<file path="src/rtl/mtep_pkg.sv">
package mtep_pkg;

  localparam int LENGTH_BITS = 16;
  localparam int DELTA_BITS  = 28;
  localparam int REM_BITS    = 8;
  localparam int DCNT_BITS   = 3;

  localparam logic [7:0] STATUS_BIT  = 8'h80;
  localparam logic [7:0] SYS_FIRST   = 8'hF0;
  localparam logic [7:0] SYSEX_START = 8'hF0;
  localparam logic [7:0] SYSEX_END   = 8'hF7;
  localparam logic [7:0] META_STATUS = 8'hFF;
  localparam logic [7:0] SONG_POS    = 8'hF2;
  localparam logic [7:0] TIME_CODE   = 8'hF1;
  localparam logic [7:0] SONG_SEL    = 8'hF3;

  localparam logic [DCNT_BITS-1:0] DCNT_MAX      = '1;
  localparam logic [DCNT_BITS-1:0] DCNT_OVF_FROM = DCNT_BITS'(4);

  typedef enum logic [2:0] {
    PH_DELTA     = 3'd0,
    PH_EVENT     = 3'd1,
    PH_DATA      = 3'd2,
    PH_SYSEX     = 3'd3,
    PH_META_TYPE = 3'd4,
    PH_META_LEN  = 3'd5
  } phase_t;

  typedef enum logic [2:0] {
    ROLE_DELTA_MORE = 3'd0,
    ROLE_DELTA_LAST = 3'd1,
    ROLE_STATUS     = 3'd2,
    ROLE_DATA       = 3'd3,
    ROLE_META_TYPE  = 3'd4,
    ROLE_META_LEN   = 3'd5,
    ROLE_SYSEX      = 3'd6
  } role_t;

  typedef struct packed {
    phase_t                 phase;
    logic [7:0]             running_status;
    logic [DELTA_BITS-1:0]  delta_accum;
    logic [DCNT_BITS-1:0]   delta_byte_count;
    logic [REM_BITS-1:0]    bytes_remaining;
    logic [LENGTH_BITS-1:0] length_count;
    logic [7:0]             meta_type_reg;
    logic [7:0]             cur_status;
  } parse_state_t;

  typedef struct packed {
    role_t                  byte_role;
    logic [7:0]             status_in_effect;
    logic [DELTA_BITS-1:0]  delta_ticks;
    logic                   delta_overflow;
    logic                   event_done;
    logic [LENGTH_BITS-1:0] event_length;
    logic [LENGTH_BITS-1:0] payload_index;
    logic [7:0]             meta_kind;
  } parse_result_t;

  localparam parse_state_t STATE_RESET = '{
    phase:            PH_DELTA,
    running_status:   8'h00,
    delta_accum:      '0,
    delta_byte_count: '0,
    bytes_remaining:  '0,
    length_count:     '0,
    meta_type_reg:    8'h00,
    cur_status:       8'h00
  };

  function automatic logic [REM_BITS-1:0] nibble_len(input logic [7:0] status);
    logic [REM_BITS-1:0] len;
    case (status[6:4])
      3'd4, 3'd5: len = REM_BITS'(1);
      3'd7:       len = '0;
      default:    len = REM_BITS'(2);
    endcase
    return len;
  endfunction

endpackage

</file>
<file path="src/rtl/mtep_step.sv">
module mtep_step
  import mtep_pkg::*;
(
  input  parse_state_t  state,
  input  logic [7:0]    track_byte,
  input  logic          restart,
  output parse_state_t  state_next,
  output parse_result_t result
);

  parse_state_t s;
  parse_state_t n;
  logic         done;
  logic         in_delta;
  role_t        role;
  logic [LENGTH_BITS-1:0] pidx;
  logic [LENGTH_BITS-1:0] lc_inc;

  assign s      = restart ? STATE_RESET : state;
  assign lc_inc = (s.length_count == '1) ? s.length_count
                                         : s.length_count + LENGTH_BITS'(1);

  always_comb begin
    n        = s;
    done     = 1'b0;
    in_delta = 1'b0;
    role     = ROLE_DELTA_MORE;
    pidx     = '0;
    case (s.phase)
      PH_EVENT: begin
        if ((track_byte & STATUS_BIT) != 8'h00) begin
          role = ROLE_STATUS;
          n.cur_status     = track_byte;
          n.running_status = (track_byte >= SYS_FIRST) ? 8'h00 : track_byte;
          if (track_byte == SYSEX_START) begin
            n.phase = PH_SYSEX;
          end else if (track_byte == META_STATUS) begin
            n.phase = PH_META_TYPE;
          end else begin
            if (track_byte == SONG_POS) begin
              n.bytes_remaining = REM_BITS'(2);
            end else if (track_byte == TIME_CODE || track_byte == SONG_SEL) begin
              n.bytes_remaining = REM_BITS'(1);
            end else begin
              n.bytes_remaining = nibble_len(track_byte);
            end
            if (n.bytes_remaining == '0) begin
              done = 1'b1;
            end else begin
              n.phase = PH_DATA;
            end
          end
        end else begin
          role = ROLE_DATA;
          n.cur_status   = s.running_status;
          n.length_count = lc_inc;
          if (nibble_len(s.running_status) <= REM_BITS'(1)) begin
            n.bytes_remaining = '0;
            done = 1'b1;
          end else begin
            n.bytes_remaining = nibble_len(s.running_status) - REM_BITS'(1);
            n.phase = PH_DATA;
          end
        end
      end
      PH_DATA: begin
        role = ROLE_DATA;
        pidx = s.length_count;
        n.length_count = lc_inc;
        if (s.bytes_remaining <= REM_BITS'(1)) begin
          n.bytes_remaining = '0;
          done = 1'b1;
        end else begin
          n.bytes_remaining = s.bytes_remaining - REM_BITS'(1);
        end
      end
      PH_SYSEX: begin
        role = ROLE_SYSEX;
        pidx = s.length_count;
        n.length_count = lc_inc;
        done = (track_byte == SYSEX_END);
      end
      PH_META_TYPE: begin
        role = ROLE_META_TYPE;
        pidx = s.length_count;
        n.meta_type_reg = track_byte;
        n.length_count  = lc_inc;
        n.phase = PH_META_LEN;
      end
      PH_META_LEN: begin
        role = ROLE_META_LEN;
        pidx = s.length_count;
        n.length_count    = lc_inc;
        n.bytes_remaining = REM_BITS'(track_byte);
        if (track_byte == 8'h00) begin
          done = 1'b1;
        end else begin
          n.phase = PH_DATA;
        end
      end
      default: begin
        in_delta = 1'b1;
        if (s.delta_byte_count == '0) begin
          n.delta_accum   = '0;
          n.length_count  = '0;
          n.meta_type_reg = 8'h00;
          n.cur_status    = 8'h00;
        end
        n.delta_accum = {n.delta_accum[DELTA_BITS-8:0], track_byte[6:0]};
        if (s.delta_byte_count != DCNT_MAX) begin
          n.delta_byte_count = s.delta_byte_count + DCNT_BITS'(1);
        end
        if ((track_byte & STATUS_BIT) != 8'h00) begin
          role = ROLE_DELTA_MORE;
          n.phase = PH_DELTA;
        end else begin
          role = ROLE_DELTA_LAST;
          n.phase = PH_EVENT;
        end
      end
    endcase

    result.byte_role        = role;
    result.status_in_effect = in_delta ? 8'h00 : n.cur_status;
    result.delta_ticks      = n.delta_accum;
    result.delta_overflow   = (n.delta_byte_count > DCNT_OVF_FROM);
    result.event_done       = done;
    result.event_length     = in_delta ? '0 : n.length_count;
    result.payload_index    = pidx;
    result.meta_kind        = (!in_delta && n.cur_status == META_STATUS) ? n.meta_type_reg
                                                                         : 8'h00;

    state_next = n;
    if (done) begin
      state_next.phase            = PH_DELTA;
      state_next.delta_byte_count = '0;
      state_next.bytes_remaining  = '0;
    end
  end

endmodule

</file>
<file path="src/rtl/midi_track_event_parser.sv">
// channel  | handshake             | payload
// ---------+-----------------------+---------------------------------------------
// in       | in_valid / in_ready   | track_byte, restart
// out      | out_valid / out_ready | byte_role, status_in_effect, delta_ticks,
//          |                       | delta_overflow, event_done, event_length,
//          |                       | payload_index, meta_kind
//
// One byte per cycle sustained while out_ready is high; each byte passes the input register, then the result register.
// The parser state register updates once per byte as it moves from the input
// register to the result register, which sets the one-byte-per-cycle rate.
// rst is synchronous: parser back to expecting delta, running status zero.
// A stalled result register holds the input register; both drain in order.
module midi_track_event_parser
  import mtep_pkg::*;
(
  input  logic                   clk,
  input  logic                   rst,
  input  logic                   in_valid,
  output logic                   in_ready,
  input  logic [7:0]             track_byte,
  input  logic                   restart,
  output logic                   out_valid,
  input  logic                   out_ready,
  output logic [2:0]             byte_role,
  output logic [7:0]             status_in_effect,
  output logic [DELTA_BITS-1:0]  delta_ticks,
  output logic                   delta_overflow,
  output logic                   event_done,
  output logic [LENGTH_BITS-1:0] event_length,
  output logic [LENGTH_BITS-1:0] payload_index,
  output logic [7:0]             meta_kind
);

  logic          s1_valid;
  logic [7:0]    s1_byte;
  logic          s1_restart;
  parse_state_t  st;
  parse_state_t  st_next;
  parse_result_t res_next;
  parse_result_t res;
  logic          mv;

  assign mv       = s1_valid && (!out_valid || out_ready);
  assign in_ready = !s1_valid || mv;

  mtep_step u_step (
    .state      (st),
    .track_byte (s1_byte),
    .restart    (s1_restart),
    .state_next (st_next),
    .result     (res_next)
  );

  always_ff @(posedge clk) begin
    if (rst) begin
      s1_valid  <= 1'b0;
      out_valid <= 1'b0;
      st        <= STATE_RESET;
    end else begin
      if (in_ready) begin
        s1_valid <= in_valid;
      end
      if (mv) begin
        out_valid <= 1'b1;
        st        <= st_next;
      end else if (out_ready) begin
        out_valid <= 1'b0;
      end
    end
    if (in_valid && in_ready) begin
      s1_byte    <= track_byte;
      s1_restart <= restart;
    end
    if (mv) begin
      res <= res_next;
    end
  end

  assign byte_role        = res.byte_role;
  assign status_in_effect = res.status_in_effect;
  assign delta_ticks      = res.delta_ticks;
  assign delta_overflow   = res.delta_overflow;
  assign event_done       = res.event_done;
  assign event_length     = res.event_length;
  assign payload_index    = res.payload_index;
  assign meta_kind        = res.meta_kind;

  a_done_to_delta: assert property (@(posedge clk) disable iff (rst)
    (mv && res_next.event_done) |=> (st.phase == PH_DELTA))
    else $error("event end did not return parser to delta");

  a_s1_hold: assert property (@(posedge clk) disable iff (rst)
    (s1_valid && !mv) |=> (s1_valid && $stable(s1_byte) && $stable(s1_restart)))
    else $error("input register lost a stalled byte");

  a_delta_clean: assert property (@(posedge clk) disable iff (rst)
    (out_valid && (byte_role == ROLE_DELTA_MORE || byte_role == ROLE_DELTA_LAST))
    |-> (status_in_effect == 8'h00 && event_length == '0 && !event_done))
    else $error("delta byte reports event fields");

  a_meta_status: assert property (@(posedge clk) disable iff (rst)
    (out_valid && (byte_role == ROLE_META_TYPE || byte_role == ROLE_META_LEN))
    |-> (status_in_effect == META_STATUS))
    else $error("meta byte outside a meta event");

endmodule

</file>
<file path="config.mk">
export PLATFORM = sky130hd
export DESIGN_NAME = midi_track_event_parser
export DESIGN_NICKNAME = d
export VERILOG_FILES = /design/src/rtl/mtep_pkg.sv /design/src/rtl/mtep_step.sv /design/src/rtl/midi_track_event_parser.sv
export SDC_FILE = /design/constraint.sdc
export NUM_CORES = 1
export LEC_CHECK = 0
export BUFFER_PORTS_ARGS = -buffer_cell sky130_fd_sc_hd__clkbuf_2
export CAP_MARGIN = 30
export CORE_UTILIZATION = 50
export DETAILED_ROUTE_END_ITERATION = 10
export GPL_TIMING_DRIVEN = 0
export PLACE_DENSITY_LB_ADDON = 0.08
export SLEW_MARGIN = 5
export SYNTH_ARGS = -nofsm -noshare
export SYNTH_HDL_FRONTEND = slang
export SYNTH_SLANG_ARGS = --single-unit
</file>
<file path="constraint.sdc">
create_clock -name clk -period 4.5 [get_ports clk]
set_input_delay 0.675 -clock clk [delete_from_list [all_inputs] [get_ports clk]]
set_output_delay 0.675 -clock clk [all_outputs]
set_load 0.01 [all_outputs]
</file>
==> metrics.txt, run 1 <==
# TYPE chip_impl_metric gauge
chip_impl_metric{name="final_count_of_pins_violating_max_slew",unit=""} 0
chip_impl_metric{name="placeableCoreArea",unit="um2"} 16470
chip_impl_metric{name="place_congestion",unit=""} 0.9556
chip_impl_metric{name="maxCapViolCount",unit=""} 0
chip_impl_metric{name="fin_util",unit=""} 0.5924
chip_impl_metric{name="synthDominantCellAreaShare",unit=""} 0.3219
chip_impl_info{name="final_cell_mix",value="104 x sky130_fd_sc_hd__nor2_1, 97 x sky130_fd_sc_hd__clkbuf_2, 90 x sky130_fd_sc_hd__edfxtp_1, 84 x sky130_fd_sc_hd__dfxtp_1, 73 x sky130_fd_sc_hd__nand2_1"} 1
chip_impl_metric{name="cts_buffers",unit=""} 17
chip_impl_info{name="timing.critical_path.to_type",value="flop"} 1
chip_impl_info{name="cell_type_with_the_largest_total_area_after_synthesis",value="sky130_fd_sc_hd__edfxtp_1"} 1
chip_impl_metric{name="placed_cells_incl_taps",unit=""} 1181
chip_impl_metric{name="max-slew-margin-rel",unit=""} 0.3428
chip_impl_metric{name="layout-area-overhead-vs-synth",unit="%"} 16.17
chip_impl_metric{name="number_of_iterations_in_the_first_detailed_routing_pass",unit=""} 5
chip_impl_metric{name="critical_path_required",unit="ns"} 4.73
chip_impl_info{name="layout_commonest_cell",value="sky130_fd_sc_hd__nor2_1"} 1
chip_impl_metric{name="leakage",unit="uW"} 0.003546
chip_impl_metric{name="syn_nets",unit=""} 882
chip_impl_metric{name="cts_max_path_buffers",unit=""} 2
chip_impl_info{name="critical_path.cell_chain",value="buf_2, buf_2, inv_1, clkbuf_2, clkbuf_2, nand2_1, ha_1, nor2b_1, a31oi_1, a32oi_1, or4_1, buf_2, nor4_1"} 1
chip_impl_metric{name="final_worst_setup_slack",unit="ns"} 0.1200
chip_impl_metric{name="netlist_area",unit="um2"} 8397
chip_impl_info{name="crit_path_start_kind",value="flop"} 1
chip_impl_metric{name="routed_wl",unit="um"} 23900
chip_impl_info{name="cp_slowest_cell",value="sky130_fd_sc_hd__or4_1"} 1
chip_impl_metric{name="finalNonFillerCells",unit=""} 1213
chip_impl_metric{name="holdBufCountCts",unit=""} 0
chip_impl_metric{name="final_layout_size_suffix_gt1_frac",unit=""} 0.1641
chip_impl_metric{name="critical_path_data_arrival_time",unit="ns"} 4.61
chip_impl_metric{name="rows",unit=""} 47
chip_impl_metric{name="dpl.hpwl",unit="um"} 16830
chip_impl_metric{name="via_per_inst",unit=""} 6.187
chip_impl_metric{name="die_area",unit="um2"} 17320
chip_impl_info{name="synthFlopType",value="sky130_fd_sc_hd__edfxtp_1"} 1
chip_impl_info{name="timing.setup.critical_path_class",value="reg2reg"} 1
chip_impl_metric{name="remaining_drc_errors",unit=""} 0
chip_impl_info{name="hp-class",value="in2reg"} 1
chip_impl_metric{name="irDropWorstVdd",unit="mV"} 0.2647
chip_impl_metric{name="grt.met2_usage",unit=""} 0.4421
chip_impl_metric{name="grt_util_all_layers",unit=""} 0.2775
chip_impl_metric{name="post_drt_wl_per_cell",unit="um"} 19.71
chip_impl_metric{name="worstMarginPinSlew",unit="ns"} 0.9783
chip_impl_metric{name="postPlaceCellArea",unit="um2"} 9184
chip_impl_metric{name="number_of_gates_resized_after_cts",unit=""} 3
chip_impl_metric{name="async_reset_ff_frac",unit=""} 0
chip_impl_metric{name="antenna_found_initial",unit=""} 0
chip_impl_metric{name="synth-seq-area-share",unit=""} 0.5221
chip_impl_metric{name="layout.cell_area.non_filler",unit="um2"} 9754
chip_impl_metric{name="die-width",unit="um"} 131.6
chip_impl_metric{name="number_of_global_route_vias_before_repair",unit=""} 6792
chip_impl_metric{name="critical_path.max_stage_delay",unit="ns"} 0.58
chip_impl_metric{name="clkSlewWorstSetupHoldPaths",unit="ns"} 0.07
chip_impl_metric{name="net_count_reported_at_finish",unit=""} 998
chip_impl_metric{name="clk-insertion-delay-late",unit="ns"} 0.43
chip_impl_metric{name="place.port_buffers",unit=""} 95
chip_impl_metric{name="crit_path_max_fanout",unit=""} 10
chip_impl_metric{name="grt_max_degree",unit=""} 50
chip_impl_info{name="rsz0062_at_grt",value="no"} 1
chip_impl_metric{name="finClkSkew",unit="ns"} 0.008361
chip_impl_metric{name="grt_pass1_wl",unit="um"} 37020
chip_impl_info{name="netlist_top_cells_area",value="sky130_fd_sc_hd__edfxtp_1 32%, sky130_fd_sc_hd__dfxtp_1 20%, sky130_fd_sc_hd__nor2_1 4.6%"} 1
chip_impl_metric{name="final.fill_count",unit=""} 1502
chip_impl_metric{name="finalWorstPathRequiredPeriod",unit="ns"} 4.380
chip_impl_metric{name="worst_hold_slack",unit="ns"} 0.4110
chip_impl_info{name="crit_top_cell",value="sky130_fd_sc_hd__buf_2"} 1
chip_impl_metric{name="post-route-period-util",unit=""} 0.9733
chip_impl_metric{name="cts_setup_buffers",unit=""} 0
chip_impl_metric{name="routed-via-count",unit=""} 7505
chip_impl_metric{name="syn-instance-count",unit=""} 864
chip_impl_metric{name="grt_overflow_total",unit=""} 0
chip_impl_metric{name="synthDistinctLibCells",unit=""} 84
chip_impl_metric{name="yosysWarningCount",unit=""} 0
chip_impl_metric{name="grt_util_met3",unit=""} 0.04398
chip_impl_metric{name="boundaryPins",unit=""} 96
chip_impl_metric{name="synth_edf_count",unit=""} 90
chip_impl_metric{name="ys_seq_elements",unit=""} 174
chip_impl_info{name="grt.busiest_layer",value="met2"} 1
chip_impl_metric{name="detailedPlace.worstSlack",unit="ns"} -0.2413
chip_impl_metric{name="insertedDiodeCount",unit=""} 0
chip_impl_metric{name="die-height",unit="um"} 131.6
chip_impl_metric{name="setup-violations-final",unit=""} 0
chip_impl_info{name="tritoncts",value="done"} 1
chip_impl_metric{name="fmaxAchievable",unit="MHz"} 228.3
chip_impl_info{name="run_status",value="completed"} 1
chip_impl_metric{name="clock-sinks",unit=""} 174
chip_impl_info{name="cts-root-buf",value="sky130_fd_sc_hd__clkbuf_16"} 1
chip_impl_metric{name="drtIter0Drc",unit=""} 790
chip_impl_metric{name="power_density",unit="nW/um2"} 363.7
chip_impl_metric{name="initial_utilization",unit=""} 0.5100
chip_impl_metric{name="route.antenna.remaining_nets",unit=""} 0
chip_impl_metric{name="groute.layer.met1.usage",unit=""} 0.3768
chip_impl_metric{name="cts.htree.levels",unit=""} 4
chip_impl_metric{name="post_synth.cell_area_avg",unit="um2"} 9.719
chip_impl_metric{name="hold_viol_final",unit=""} 0
[area by class of cell]
class | instances | area [um2] | share of cell area
clock buffers | 22 | 465.4 | 0.04772
plain buffers | 67 | 277.8 | 0.02848
inverters | 24 | 90.09 | 0.009236
well taps | 220 | 275.3 | 0.02822
multi-input cells | 599 | 3652 | 0.3744
clock inverters | 10 | 101.3 | 0.01039
flip-flops and latches | 174 | 4384 | 0.4495
repair buffers | 97 | 508.0 | 0.05208
[Yosys cell counts (all sizes together), types with 4 or more instances]
| cell | n |
|---|---|
| or2 | 4 |
| or4 | 5 |
| and2 | 10 |
| nor4b | 4 |
| nor3 | 39 |
| a31oi | 12 |
| o211a | 8 |
| nor2b | 11 |
| dfxtp | 84 |
| o211ai | 5 |
| a21oi | 30 |
| edfxtp | 90 |
| or3 | 6 |
| or3b | 5 |
| a211o | 4 |
| nand3 | 21 |
| a211oi | 14 |
| o22ai | 6 |
| nand2 | 74 |
| nor2 | 106 |
| o31ai | 5 |
| and3 | 6 |
| ha | 5 |
| a22o | 29 |
| a32oi | 5 |
| clkbuf | 45 |
| nand2b | 14 |
| nor4 | 19 |
| a41oi | 4 |
| buf | 22 |
| nand4 | 6 |
| inv | 24 |
| o21ai | 40 |
| a22oi | 31 |
| a21o | 7 |
| o221ai | 4 |
[cells by family (layout without fill, tap and decap cells)]
group                    Yosys count  count (layout)  share of synthesized area
AO/OA/AOI/OAI                    240             240                     0.2100
adder cells (fa/ha/maj)            5               5                   0.007450
AND/OR/NAND/NOR                  347             347                     0.2098
XOR/XNOR                           4               4                   0.004173
flip-flops                       174             174                     0.5221
buffers and inverters             91             220                    0.04291
multiplexers                       3               3                   0.003576
[routing by layer]
layer,share of wire,vias to the layer above
met5,0,-
met4,0.025,0
met3,0.073,47
met2,0.46,350
met1,0.44,3625
li1,-,3483
[final timing paths]
| path | endpoint | slack, ns | cells after the start | startpoint |
|---|---|---|---|---|
| max reg2reg | meta_kind[5]$_SDFFCE_PN0P_ | 0.12 | 13 | s1_restart$_DFFE_PP_ |
| max | meta_kind[5]$_SDFFCE_PN0P_ | 0.12 | 13 | s1_restart$_DFFE_PP_ |
| min | s1_byte[2]$_DFFE_PP_ | 0.41 | 1 | track_byte[2] |
| min reg2reg | st[40]$_SDFFE_PP0P_ | 0.47 | 2 | st[40]$_SDFFE_PP0P_ |
[per-stage QoR]
stage	power (uW)	setup TNS [ns]
6_report	3547	0
3_3_place_gp	2135	-79.03
2_1_floorplan	2007	0
5_1_grt	3657	0
3_5_place_dp	2136	-1.613
4_1_cts	3561	0
[power by group]
part	switching (uW)	total (uW)	leakage [uW]	internal, uW
combinational	243	349	0.00175	105
clock	633	1440	0.000275	804
sequential	30.6	1760	0.00152	1730
[critical path: cells and delay by family (launching register included)]
| family | cells | cell delay [ns] |
|---|---|---|
| buffers and inverters | 6 | 1.46 |
| and+or+nand+nor | 4 | 1.28 |
| AOI/OAI and AO/OA | 2 | 0.79 |
| DFF | 1 | 0.42 |
| adders and majority gates | 1 | 0.23 |
[flip-flops by register name, summed over array words and instances, names as in the netlist]
register / flops
byte_role: 3
s1_byte: 8
s1_valid: 1
event_done: 1
st: 82
payload_index: 16
status_in_effect: 8
meta_kind: 8
delta_overflow: 1
out_valid: 1
event_length: 16
s1_restart: 1
delta_ticks: 28
(Power assumes the default switching activity.)
==> run 2: changes to the inputs <==
Settings changed: GPL_ROUTABILITY_DRIVEN set to 0.
Clock period 4.5 ns to 5 ns, I/O delays scaled along.
==> run 2 against run 1 <==
Effect of this change:
- global-route usage barely moved
- via count rose by 0.69%
- routed wire length rose by 0.88%
- non-clock buffer count fell by 1
- sequential share of layout area barely moved
- core utilization rose by 0.053 points
- critical path type unchanged
- largest cell class unchanged
- largest power group unchanged
==> metrics.txt, run 2 (synthesis gave the netlist of run 1 again) <==
# TYPE chip_impl_metric gauge
chip_impl_metric{name="cts_buffers",unit=""} 17
chip_impl_metric{name="finalWorstPathRequiredPeriod",unit="ns"} 4.650
chip_impl_info{name="timing.setup.critical_path_class",value="reg2reg"} 1
chip_impl_info{name="cp_slowest_cell",value="sky130_fd_sc_hd__nor4_2"} 1
chip_impl_metric{name="clkSlewWorstSetupHoldPaths",unit="ns"} 0.07
chip_impl_metric{name="via_per_inst",unit=""} 6.235
chip_impl_metric{name="grt_pass1_wl",unit="um"} 37130
chip_impl_metric{name="critical_path.max_stage_delay",unit="ns"} 0.59
chip_impl_metric{name="routed-via-count",unit=""} 7557
chip_impl_metric{name="placed_cells_incl_taps",unit=""} 1180
chip_impl_metric{name="grt_max_degree",unit=""} 50
chip_impl_metric{name="grt_overflow_total",unit=""} 0
chip_impl_metric{name="antenna_found_initial",unit=""} 0
chip_impl_metric{name="die-height",unit="um"} 131.6
chip_impl_info{name="run_status",value="completed"} 1
chip_impl_metric{name="finClkSkew",unit="ns"} 0.008785
chip_impl_metric{name="boundaryPins",unit=""} 96
chip_impl_info{name="whs_endpoint",value="st[2]$_SDFFE_PP0P_"} 1
chip_impl_metric{name="die-width",unit="um"} 131.6
chip_impl_metric{name="hold_viol_final",unit=""} 0
chip_impl_info{name="crit_top_cell",value="sky130_fd_sc_hd__buf_2"} 1
chip_impl_info{name="critical_path.cell_chain",value="buf_2, buf_2, inv_1, clkbuf_1, clkbuf_2, buf_1, nand2_1, ha_1, nor2_1, nor4b_1, nor4_2, nand3_1, o32ai_1"} 1
chip_impl_metric{name="largest_register_ff_count",unit=""} 82
chip_impl_metric{name="timing.hold.worst_path_depth",unit=""} 2
chip_impl_info{name="timing.rr.start",value="s1_restart$_DFFE_PP_"} 1
chip_impl_metric{name="clk-insertion-delay-late",unit="ns"} 0.44
chip_impl_metric{name="fmaxAchievable",unit="MHz"} 215.0
chip_impl_metric{name="grt_util_all_layers",unit=""} 0.2779
chip_impl_metric{name="max-slew-margin-rel",unit=""} 0.3033
chip_impl_info{name="hp-class",value="reg2reg"} 1
chip_impl_metric{name="number_of_gates_resized_after_cts",unit=""} 0
chip_impl_metric{name="setup-violations-final",unit=""} 0
chip_impl_info{name="timing.critical_path.to_type",value="flop"} 1
chip_impl_metric{name="report.power.total",unit="uW"} 3213
chip_impl_metric{name="initial_utilization",unit=""} 0.5100
chip_impl_info{name="tritoncts",value="done"} 1
chip_impl_metric{name="final_worst_setup_slack",unit="ns"} 0.3499
chip_impl_metric{name="layout-area-overhead-vs-synth",unit="%"} 16.27
chip_impl_metric{name="rows",unit=""} 47
chip_impl_metric{name="number_of_global_route_vias_before_repair",unit=""} 6768
chip_impl_metric{name="number_of_iterations_in_the_first_detailed_routing_pass",unit=""} 8
chip_impl_metric{name="die_area",unit="um2"} 17320
chip_impl_info{name="rsz0062_at_grt",value="no"} 1
chip_impl_info{name="final_cell_mix",value="104 x sky130_fd_sc_hd__nor2_1, 96 x sky130_fd_sc_hd__clkbuf_2, 90 x sky130_fd_sc_hd__edfxtp_1, 84 x sky130_fd_sc_hd__dfxtp_1, 73 x sky130_fd_sc_hd__nand2_1"} 1
chip_impl_metric{name="route.antenna.remaining_nets",unit=""} 0
chip_impl_metric{name="worstMarginPinSlew",unit="ns"} 1.036
chip_impl_metric{name="dpl.hpwl",unit="um"} 16480
chip_impl_metric{name="drtIter0Drc",unit=""} 807
chip_impl_metric{name="net_count_reported_at_finish",unit=""} 997
chip_impl_metric{name="fin_tns_setup",unit="ns"} 0
chip_impl_metric{name="crit_path_max_fanout",unit=""} 10
chip_impl_metric{name="critical_path_required",unit="ns"} 5.35
chip_impl_metric{name="remaining_drc_errors",unit=""} 0
chip_impl_metric{name="cts_max_path_buffers",unit=""} 2
chip_impl_info{name="top_register",value="st"} 1
chip_impl_metric{name="power_density",unit="nW/um2"} 329.1
chip_impl_metric{name="detailedPlace.worstSlack",unit="ns"} 0.3039
chip_impl_info{name="crit_path_start_kind",value="flop"} 1
chip_impl_metric{name="final_count_of_pins_violating_max_slew",unit=""} 0
chip_impl_metric{name="worst-r2r-setup-slack",unit="ns"} 0.35
chip_impl_info{name="cpLargestDelayFamily",value="buffers and inverters"} 1
chip_impl_info{name="layout_commonest_cell",value="sky130_fd_sc_hd__nor2_1"} 1
chip_impl_metric{name="holdBufCountCts",unit=""} 0
chip_impl_metric{name="clock-sinks",unit=""} 174
chip_impl_info{name="cts-root-buf",value="sky130_fd_sc_hd__clkbuf_16"} 1
chip_impl_metric{name="leakage",unit="uW"} 0.003549
chip_impl_metric{name="cts.htree.levels",unit=""} 4
chip_impl_metric{name="critical_path.n_buffers_inverters",unit=""} 6
chip_impl_metric{name="critical_path_data_arrival_time",unit="ns"} 5.00
chip_impl_metric{name="cts_setup_buffers",unit=""} 0
chip_impl_metric{name="post_drt_wl_per_cell",unit="um"} 19.90
chip_impl_info{name="min_from",value="st[2]$_SDFFE_PP0P_"} 1
chip_impl_metric{name="maxCapViolCount",unit=""} 0
chip_impl_metric{name="post-route-period-util",unit=""} 0.9300
chip_impl_metric{name="final_layout_size_suffix_gt1_frac",unit=""} 0.1643
chip_impl_info{name="r2r_end",value="st[40]$_SDFFE_PP0P_"} 1
chip_impl_metric{name="place.port_buffers",unit=""} 95
chip_impl_metric{name="insertedDiodeCount",unit=""} 0
chip_impl_metric{name="routed_wl",unit="um"} 24110
chip_impl_metric{name="reg2reg_depth",unit=""} 13
chip_impl_metric{name="irDropWorstVdd",unit="mV"} 0.2451
chip_impl_metric{name="placeableCoreArea",unit="um2"} 16470
chip_impl_metric{name="finalNonFillerCells",unit=""} 1212
run 2: cell count changes in the layout (fill, tap and decap cells not counted), sizes merged:
| cell | previous run | this run |
|---|---|---|
| buf | 24 | 23 |
| bufinv | 1 | 0 |
| clkbuf | 162 | 161 |
| inv | 29 | 31 |
run 2: stage by stage:
stage	cell area, um2	util	hold slack (ns)
floorplan	8397	-	0.4249
global placement	9148	0.5555	0.4426
detailed placement	9179	0.5574	0.4430
CTS	9762	0.5929	0.4524
global route	9763	0.5929	0.4656
finish	9763	0.5929	0.4527
run 2: metal layers:
metal | global-route usage | wire length [um] | vias to the layer above
met3 | 0.04977 | 1954 | 57
met4 | 0.1040 | 605 | 0
met5 | 0 | 0 | -
met2 | 0.4327 | 10960 | 398
met1 | 0.3857 | 10600 | 3614
li1 | - | - | 3488
run 2: final cells by class:
| cell class | instances | area (um2) |
|---|---|---|
| Clock inverter | 11 | 90.09 |
| Fill cell | 1488 | 6703 |
| Buffer | 67 | 275.3 |
| Multi-Input combinational cell | 599 | 3652 |
| Inverter | 24 | 90.09 |
| Timing Repair Buffer | 96 | 503.0 |
| Tap cell | 220 | 275.3 |
| Clock buffer | 21 | 493.0 |
| Sequential cell | 174 | 4384 |
run 2: worst max path at each step:
| stage | startpoint | to | slack (ns) | depth (start not counted) |
|---|---|---|---|---|
| 3_3_place_gp | out_ready | st[4]$_SDFFE_PP0P_ | -0.45 | 8 |
| 2_1_floorplan | out_ready | byte_role[0]$_DFFE_PP_ | 0.88 | 5 |
| 3_5_place_dp | s1_restart$_DFFE_PP_ | st[40]$_SDFFE_PP0P_ | 0.30 | 13 |
| 4_1_cts | s1_restart$_DFFE_PP_ | st[40]$_SDFFE_PP0P_ | 0.28 | 13 |
| 5_1_grt | s1_restart$_DFFE_PP_ | st[40]$_SDFFE_PP0P_ | 0.18 | 13 |
| 6_report | s1_restart$_DFFE_PP_ | st[40]$_SDFFE_PP0P_ | 0.35 | 13 |
run 2: worst min-delay path: stages (launching register included):
cell                      delay (ns)
sky130_fd_sc_hd__dfxtp_1        0.31
sky130_fd_sc_hd__nand2_1        0.05
sky130_fd_sc_hd__a21oi_1        0.05
run 2: power by group:
part	switching, uW	total, uW	leakage, uW	internal, uW
logic	220	314	0.00175	94.4
registers	27.3	1580	0.00152	1560
clock network	594	1310	0.000286	720
==> run 3: changes to the inputs <==
Settings changed: GPL_TIMING_DRIVEN 0 to 1.
==> run 3 against run 2 <==
Effect of this change:
- core utilization shrank 1.2 points
- cell area shrank 2.0%
- clock skew shrank 0.00055 ns
- sequential share of layout area grew 0.93 points
- via count shrank 3.8%
- flip-flop and latch count is the same
- largest cell class unchanged
==> metrics.txt, run 3 (synthesis gave the netlist of run 1 again) <==
# TYPE chip_impl_metric gauge
chip_impl_info{name="run_status",value="completed"} 1
chip_impl_metric{name="number_of_gates_resized_after_cts",unit=""} 0
chip_impl_metric{name="route.antenna.remaining_nets",unit=""} 0
chip_impl_metric{name="maxCapViolCount",unit=""} 0
chip_impl_metric{name="remaining_drc_errors",unit=""} 0
chip_impl_metric{name="insertedDiodeCount",unit=""} 0
chip_impl_metric{name="initial_utilization",unit=""} 0.5100
chip_impl_metric{name="grt_util_all_layers",unit=""} 0.2597
chip_impl_metric{name="clock-sinks",unit=""} 174
chip_impl_metric{name="irDropWorstVdd",unit="mV"} 0.2446
chip_impl_info{name="top_register",value="st"} 1
chip_impl_metric{name="layout-area-overhead-vs-synth",unit="%"} 13.90
chip_impl_info{name="timing.setup.critical_path_class",value="reg2reg"} 1
chip_impl_info{name="cp_slowest_cell",value="sky130_fd_sc_hd__or4b_1"} 1
chip_impl_info{name="hp-class",value="reg2reg"} 1
chip_impl_metric{name="clk-insertion-delay-late",unit="ns"} 0.43
chip_impl_metric{name="die-width",unit="um"} 131.6
chip_impl_info{name="crit_path_start_kind",value="flop"} 1
chip_impl_metric{name="critical_path_required",unit="ns"} 5.24
chip_impl_metric{name="fin_tns_setup",unit="ns"} 0
chip_impl_metric{name="final_layout_size_suffix_gt1_frac",unit=""} 0.1708
chip_impl_metric{name="grt_overflow_total",unit=""} 0
chip_impl_info{name="cts-root-buf",value="sky130_fd_sc_hd__clkbuf_16"} 1
chip_impl_metric{name="number_of_iterations_in_the_first_detailed_routing_pass",unit=""} 8
chip_impl_metric{name="cts_max_path_buffers",unit=""} 2
chip_impl_metric{name="boundaryPins",unit=""} 96
chip_impl_metric{name="clkSlewWorstSetupHoldPaths",unit="ns"} 0.07
chip_impl_metric{name="via_per_inst",unit=""} 6.285
chip_impl_metric{name="routed_wl",unit="um"} 22220
chip_impl_metric{name="hold_viol_final",unit=""} 0
chip_impl_metric{name="cts.htree.levels",unit=""} 4
chip_impl_metric{name="finClkSkew",unit="ns"} 0.008231
chip_impl_metric{name="crit_path_max_fanout",unit=""} 55
chip_impl_metric{name="drtIter0Drc",unit=""} 905
chip_impl_metric{name="critical_path_data_arrival_time",unit="ns"} 3.33
chip_impl_metric{name="dpl.hpwl",unit="um"} 14600
chip_impl_info{name="rsz0062_at_grt",value="no"} 1
chip_impl_metric{name="fmaxAchievable",unit="MHz"} 323.5
chip_impl_info{name="timing.critical_path.to_type",value="flop"} 1
chip_impl_metric{name="die_area",unit="um2"} 17320
chip_impl_metric{name="leakage",unit="uW"} 0.003467
chip_impl_metric{name="largest_register_ff_count",unit=""} 82
chip_impl_info{name="tritoncts",value="done"} 1
chip_impl_metric{name="grt_max_degree",unit=""} 59
chip_impl_metric{name="post_drt_wl_per_cell",unit="um"} 19.20
chip_impl_metric{name="cts_buffers",unit=""} 17
chip_impl_metric{name="die-height",unit="um"} 131.6
chip_impl_info{name="final_cell_mix",value="104 x sky130_fd_sc_hd__nor2_1, 95 x sky130_fd_sc_hd__clkbuf_2, 90 x sky130_fd_sc_hd__edfxtp_1, 84 x sky130_fd_sc_hd__dfxtp_1, 73 x sky130_fd_sc_hd__nand2_1"} 1
chip_impl_metric{name="finalWorstPathRequiredPeriod",unit="ns"} 3.091
chip_impl_metric{name="number_of_global_route_vias_before_repair",unit=""} 6840
chip_impl_metric{name="post-route-period-util",unit=""} 0.6181
chip_impl_metric{name="power_density",unit="nW/um2"} 332.2
chip_impl_metric{name="cts_setup_buffers",unit=""} 0
chip_impl_info{name="layout_commonest_cell",value="sky130_fd_sc_hd__nor2_1"} 1
chip_impl_metric{name="placed_cells_incl_taps",unit=""} 1125
chip_impl_metric{name="max-slew-margin-rel",unit=""} 0.3847
chip_impl_metric{name="grt_pass1_wl",unit="um"} 35800
chip_impl_metric{name="rows",unit=""} 47
chip_impl_metric{name="place.port_buffers",unit=""} 95
chip_impl_metric{name="setup-violations-final",unit=""} 0
chip_impl_metric{name="net_count_reported_at_finish",unit=""} 942
chip_impl_info{name="critical_path.cell_chain",value="buf_4, or4b_1, nor2_2, a221oi_1, nand2b_1, nor4_1"} 1
chip_impl_metric{name="holdBufCountCts",unit=""} 0
chip_impl_metric{name="worstMarginPinSlew",unit="ns"} 0.9151
chip_impl_metric{name="final.fill_count",unit=""} 1443
chip_impl_metric{name="critical_path.max_stage_delay",unit="ns"} 0.78
chip_impl_metric{name="routed-via-count",unit=""} 7272
chip_impl_metric{name="finalNonFillerCells",unit=""} 1157
chip_impl_metric{name="final_count_of_pins_violating_max_slew",unit=""} 0
chip_impl_metric{name="placeableCoreArea",unit="um2"} 16470
chip_impl_metric{name="antenna_found_initial",unit=""} 0
## run 3: area by class of cell
| type | instances | area [um2] | share of cell area |
|---|---|---|---|
| Clock buffer | 22 | 475.5 | 0.04971 |
| Clock inverter | 10 | 103.9 | 0.01086 |
| Timing Repair Buffer | 108 | 573.1 | 0.05992 |
| Multi-Input combinational cell | 599 | 3660 | 0.3827 |
| Tap cell | 220 | 275.3 | 0.02878 |
| Sequential cell | 174 | 4384 | 0.4584 |
| Inverter | 24 | 92.59 | 0.009681 |
## run 3: stage by stage
stage / cell area (um2) / total power (uW) / utilization / hold slack (ns) / setup slack (ns)
2_1_floorplan: 8397 / 1806 / - / 0.4249 / 0.8816
3_3_place_gp: 8985 / 1893 / 0.5457 / 0.4430 / 2.072
3_5_place_dp: 8985 / 1901 / 0.5457 / 0.4491 / 1.977
4_1_cts: 9564 / 3189 / 0.5809 / 0.4577 / 1.952
5_1_grt: 9564 / 3281 / 0.5809 / 0.4837 / 1.671
6_report: 9564 / 3177 / 0.5809 / 0.4587 / 1.909
## run 3: path summary, 6_finish.rpt
| kind | startpoint | endpoint | slack, ns | depth (start not counted) |
|---|---|---|---|---|
| setup / recovery | s1_restart$_DFFE_PP_ | meta_kind[2]$_SDFFCE_PN0P_ | 1.91 | 6 |
| hold / removal | st[2]$_SDFFE_PP0P_ | st[2]$_SDFFE_PP0P_ | 0.46 | 2 |
| hold reg to reg | st[2]$_SDFFE_PP0P_ | st[2]$_SDFFE_PP0P_ | 0.46 | 2 |
| setup reg to reg | s1_restart$_DFFE_PP_ | meta_kind[2]$_SDFFCE_PN0P_ | 1.91 | 6 |
## run 3: per-layer routing
metal / share of wire / track usage / vias up / wire length (um)
met5: 0 / 0 / - / 0
met4: 0.024 / 0.1014 / 0 / 540
met3: 0.074 / 0.05208 / 60 / 1638
met2: 0.48 / 0.4200 / 356 / 10730
met1: 0.42 / 0.3419 / 3485 / 9309
li1: - / - / 3371 / -
## run 3: power by group
group | switching, uW | internal [uW] | total [uW] | leakage (uW)
sequential | 44.3 | 1560 | 1600 | 0.00152
clock | 566 | 737 | 1300 | 0.000276
combinational | 185 | 87.2 | 272 | 0.00167
total | 795 | 2380 | 3180 | 0.00347
## run 3: worst max-delay path, delay by kind of cell (launching register included)
family	cells	cell delay (ns)
AOI/OAI and AO/OA	1	0.19
and+or+nand+nor	4	1.97
buffers and inverters	1	0.33
DFF	1	0.40
